`config.mk`:
```
export PLATFORM = sky130hd
export DESIGN_NAME = lpc_cell
export DESIGN_NICKNAME = d
export VERILOG_FILES = /design/src/rtl/lpc_pkg.sv /design/src/rtl/lpc_cell.sv
export SDC_FILE = /design/constraint.sdc
export NUM_CORES = 1
export LEC_CHECK = 0
export BUFFER_PORTS_ARGS = -buffer_cell sky130_fd_sc_hd__buf_4
export CORE_UTILIZATION = 55
export CTS_CLUSTER_DIAMETER = 80
export DETAILED_ROUTE_END_ITERATION = 8
export PLACE_DENSITY = 0.88
export SLEW_MARGIN = 10
export SYNTH_ARGS = -nofsm -noshare
export SYNTH_HDL_FRONTEND = slang
export SYNTH_SLANG_ARGS = --single-unit
```
`constraint.sdc`:
```
create_clock -name clock -period 7 [get_ports clock]
set_input_delay 1.4 -clock clock [delete_from_list [all_inputs] [get_ports clock]]
set_output_delay 1.4 -clock clock [all_outputs]
set_load 0.005 [all_outputs]
```
`src/rtl/lpc_pkg.sv`:
```
`timescale 1ns / 1ps
// ----------------------------------------------------------------------------
// Lattice path counter package
// Shared widths, the link carried between neighboring cells and the
// controller state type.
// ----------------------------------------------------------------------------
package lpc_pkg;

   localparam int DIM_W   = 6;
   localparam int COUNT_W = 59;
   localparam int CELL_W  = 64;
   localparam int STEP_W  = 7;

   typedef struct packed {
      logic              en;
      logic [CELL_W-1:0] val;
   } link_type;

   typedef enum logic [1:0] {
      ST_IDLE = 2'b01,
      ST_RUN  = 2'b10
   } state_type;

endpackage

```
`src/rtl/lpc_cell.sv`:
```
`timescale 1ns / 1ps
// ----------------------------------------------------------------------------
// Lattice path counter cell
// Holds one column's partial count and adds its left neighbor's count when
// the update wave reaches it, then passes the wave on to the right.
// ----------------------------------------------------------------------------
module lpc_cell (
   input  logic              clock,
   input  logic              reset,
   input  logic              start,
   input  lpc_pkg::link_type left_in,
   output lpc_pkg::link_type right_out
);

   logic                      en_ff;
   logic                      en_in;
   logic [lpc_pkg::CELL_W-1:0] val_ff;
   logic [lpc_pkg::CELL_W-1:0] val_in;
   logic [lpc_pkg::CELL_W:0]   sum;

   assign sum = {1'b0, val_ff} + {1'b0, left_in.val};

   always_comb begin
      en_in  = left_in.en && !start;
      val_in = val_ff;
      if (start) begin
         val_in = lpc_pkg::CELL_W'(1);
      end else if (left_in.en) begin
         val_in = sum[lpc_pkg::CELL_W] ? {lpc_pkg::CELL_W{1'b1}}
                                       : sum[lpc_pkg::CELL_W-1:0];
      end
   end

   always_ff @(posedge clock) begin
      if (reset) begin
         en_ff <= 1'b0;
      end else begin
         en_ff <= en_in;
      end
      val_ff <= val_in;
   end

   assign right_out.en  = en_ff;
   assign right_out.val = val_ff;

endmodule

```
Yosys cells after proc, flatten, opt, wreduce, memory -nomap -nowiden. Cells that the tools add are included.

Register bits: 65. Bits of input ports: 68. Output and inout bits: 65. Logic and storage cells: 6.

Add/subtract/negate cells: 1. Mux-type cells: 1. Reduce and logical (&&, ||, !) cells: 2.

Operator list (count): 64-bit by 64-bit adder with 65-bit output (1); 64-bit two-way mux (1); 1-bit logical AND (1); 1-bit zero test (1).

Longest topological paths before layout.
Depth after elaboration: 2. Mapped depth: 14.

Worst setup path after synthesis. No wires, ideal clock.

Kind: in2reg. Start point: in left_in[0] in the netlist's numbering. End point: reg val_ff[44] in the netlist's numbering. Arrival: 4.337 ns. Required time: 6.854 ns. Slack: 2.517 ns. Stages: 14. Path buffers: 2. Cells stage by stage: ha_1 > fa_1 > a211oi_2 > o211ai_2 > a221oi_4 > a311o_1 > a311o_1 > nand4_1 > a31o_1 > and4_4 > nor4b_4 > buf_8 > buf_12 > a211oi_2.

Longest elaborated chain between the ends: 2.

Ends and longest elaborated chain: start: declaration (line lpc_cell.sv:11) `input lpc_pkg::link_type left_in,`; 64-bit by 64-bit adder with 65-bit output (line lpc_cell.sv:21) `assign sum = {1'b0, val_ff} + {1'b0, left_in.val};`; 64-bit two-way mux (line lpc_cell.sv:29) `val_in = sum[lpc_pkg::CELL_W] ? {lpc_pkg::CELL_W{1'b1}}`; end signal: assignment (line lpc_cell.sv:40) `val_ff <= val_in;`; end: declaration (line lpc_cell.sv:17) `logic [lpc_pkg::CELL_W-1:0] val_ff;`.

Every way passes these cells. A chain may end at the register's enable or synchronous reset.

Worst setup path after layout.
Start point: in left_in[0] in the netlist's numbering. End point: reg val_ff[24] in the netlist's numbering.

The elaborated chain is that of the path after synthesis.

==> flow_summary.yaml <==
synthesis:
  synth_cell_types: 62
  ys.flop_type: "dfxtp_1"
  synth_nets: 890
  ys_seq_area_share_pct: 20.8
  avgSynthCellArea_um2: 8.27
  ys_async_sr_fraction_pct: 0
  yosys_register_bits: 65
  synthCells: 757
  synth_edf_count: 0
  netlist_area_mm2: 0.00626
  synth.yosys.warnings: 0
setup_path:
  path_cells: "buf_4, ha_1, fa_1, a211oi_2, o211ai_2, a221oi_4, a311o_1, a311o_1, nand4_1, a31o_1, and4_4, nor4b_4, buf_4, a211oi_2"
  cp_data_arrival_time_ns: 5.02
  start_kind: "input pin"
  crit_path_top_delay_cell: "buf_4"
  crit_type: "input pin to flop"
  max_stage_delay_ns: 0.51
  crit_path_end_kind: "flop"
  worstPathRequired_ns: 7.17
  critical_path.max_fanout: 33
  rr_worst_depth: 13
  r2r_slack_ns: 3.00
detailed_routing:
  num_vias: 6253
  drc: 0
  met3RoutedLength_um: 1120
  m1WireLength_um: 7690
  routed-wl-met2_um: 7890
  drt_iter0_markers: 427
  firstDrtPassIters: 4
  finalWirelength_um: 17000
  viasPerCell: 6.23
  drtAntennaViolNets: 0
  routed.top_layer: "met4"
  wl_per_cell_um: 17.0
layout:
  final_common_cell: "buf_4"
  fillers: 939
  stdcell_area_mm2: 0.00742
  final_cell_mix: "buf_4, nor2_1, a21oi_1"
  num_antenna_cells: 0
  layout-drive-gt1-share_pct: 25.4
  final_nets: 994
  areaGrowthSynthToFinish_pct: 18.6
worst_hold_path:
  hold_path.class: "flop to flop"
  holdPathStages: 2
clock_network:
  clk_pin_slew_ns: 0.05
  cts_sinks: 65
  htreeDepth: 3
  cts_setup_buffers: 0
  clockBufferDepth: 2
  clockRootBuffer: "clkbuf_16"
  cts_hold_buf: 0
  numCtsBuffers: 9
  cts_tree: "done"
  clk_latency_ns: 0.34
  post_cts_resized: 0
grt:
  grt.overflow.total: 0
  grt_pass1_wl_um: 27600
  grt_usage_pct: 29.2
  grt_max_degree: 67
  grt_pass1_vias: 5833
  grt_antenna_before_repair: 0
outcome:
  status: "finished clean"
floorplan:
  core_mm2: 0.0110
  die-area_mm2: 0.0118
  initial_core_util_pct: 57.0
  ios: 133
  die_w_um: 109
  placementRows: 38
  die_h_um: 109
sta:
  worstMarginPinSlew_ns: 1.09
  fin_setup_tns_ns: 0
  setup_viol: 0
  fin_crit_sh_pct: 69.3
  rsz0062_at_grt: "false"
  whs_ns: 0.539
  slew_headroom_pct: 27.6
  hold_violations: 0
  max_freq_ghz: 0.206
  post-route-min-period_ns: 4.85
  maxSlewViolCount: 0
  skew_ns: 0.00824
placed_design:
  io_buffer_count: 132
  hpwlAfterDp_um: 12700
  place_area_mm2: 0.00717
  finalWeightedCongestion: 0.919
run:
  cap_violations: 0
power_and_ir_drop:
  combPwrFrac_pct: 50.4
  clkPwrFrac_pct: 22.9
  seqPwrFrac_pct: 26.7
  p_leak_nw: 3.26
  peakVddDrop_mv: 0.124
  p_sw_mw: 0.715
  sw_frac_of_total_pct: 40.5
  power.density_mw_per_mm2: 238
  internal_power_mw: 1.05
[registers in the layout, summed over array words and instances (netlist names)]
signal  flops
val_ff     64
en_ff       1
[final timing paths]
kind,from,to
setup / recovery,left_in[0],val_ff[24]$_SDFFE_PP0P_
setup reg to reg,val_ff[0]$_SDFFE_PP1P_,val_ff[24]$_SDFFE_PP0P_
hold reg to reg,val_ff[57]$_SDFFE_PP0P_,val_ff[57]$_SDFFE_PP0P_
hold / removal,val_ff[57]$_SDFFE_PP0P_,val_ff[57]$_SDFFE_PP0P_
[metal layers]
| layer | vias to the layer above | track usage (%) |
|---|---|---|
| li1 | 3025 | - |
| met1 | 2955 | 38.5 |
| met2 | 241 | 47.2 |
| met3 | 32 | 5.86 |
| met4 | 0 | 10.5 |
| met5 | - | 0 |
[power by group through the flow]
stage               sequential, mW  clock [mW]  combinational, mW
CTS                          0.470       0.407              0.878
finish                       0.471       0.404              0.890
global placement             0.475           0              0.851
detailed placement           0.476           0              0.868
global route                 0.477       0.426              0.970
floorplan                    0.471           0              0.647
[through the flow]
step / utilization, % / std cells / total power [mW] / setup WS [ns]
6_report: 67.6 / 1003 / 1.77 / 2.15
5_1_grt: 67.6 / 1003 / 1.87 / 1.96
4_1_cts: 67.6 / 1003 / 1.76 / 2.17
3_5_place_dp: 65.3 / 990 / 1.34 / 1.83
3_3_place_gp: 65.3 / 990 / 1.33 / 1.98
2_1_floorplan: - / 757 / 1.12 / 2.52
[worst max-delay path: cells and delay by family]
| kind | cells | cell delay (ns) |
|---|---|---|
| compound gates | 7 | 1.68 |
| fa+ha+maj | 2 | 0.68 |
| buf+inv | 2 | 0.62 |
| simple gates | 3 | 0.61 |
[cell usage after synthesis (all sizes together) (3+ instances only)]
cell / instances / area [µm²]
a311oi: 3 / 26.3
dfxtp: 65 / 1300
o31ai: 5 / 42.5
nor4: 4 / 31.3
a211oi: 66 / 791
nand4: 16 / 100
o21a: 6 / 45.0
a21boi: 6 / 45.0
nand2b: 3 / 18.8
a21o: 31 / 233
nor2b: 5 / 31.3
o21bai: 17 / 128
o21ai: 33 / 165
nor3: 9 / 45.0
and3: 7 / 43.8
and2: 5 / 31.3
ha: 64 / 801
nor2: 88 / 330
a31oi: 13 / 96.3
xor2: 26 / 228
o211ai: 3 / 27.5
or3: 5 / 31.3
xnor2: 34 / 298
buf: 12 / 165
clkbuf: 30 / 113
and4: 3 / 28.8
nand2: 55 / 209
nand3: 22 / 110
inv: 16 / 60.1
a21oi: 77 / 400
a31o: 3 / 26.3
[area by class of cell]
type,count,area (µm²),share of cell area [%]
clock buffers,12,246,3.32
clock inverters,1,5.00,0.0674
inverters,16,60.1,0.809
multi-input cells,634,4620,62.3
flip-flops and latches,65,1300,17.5
well taps,140,175,2.36
repair buffers,135,1010,13.7
[logic make-up (layout without fill, tap and decap cells)]
family / after synthesis / in the layout / synth area share, %
AOI/OAI and AO/OA: 282 / 282 / 35.3
buffers and inverters: 58 / 164 / 5.40
DFF: 65 / 65 / 20.8
adders and majority gates: 65 / 65 / 13.1
and+or+nand+nor: 227 / 227 / 17.0
xor gates and xnor gates: 60 / 60 / 8.39
No activity file was read; power rests on OpenSTA's default activity.
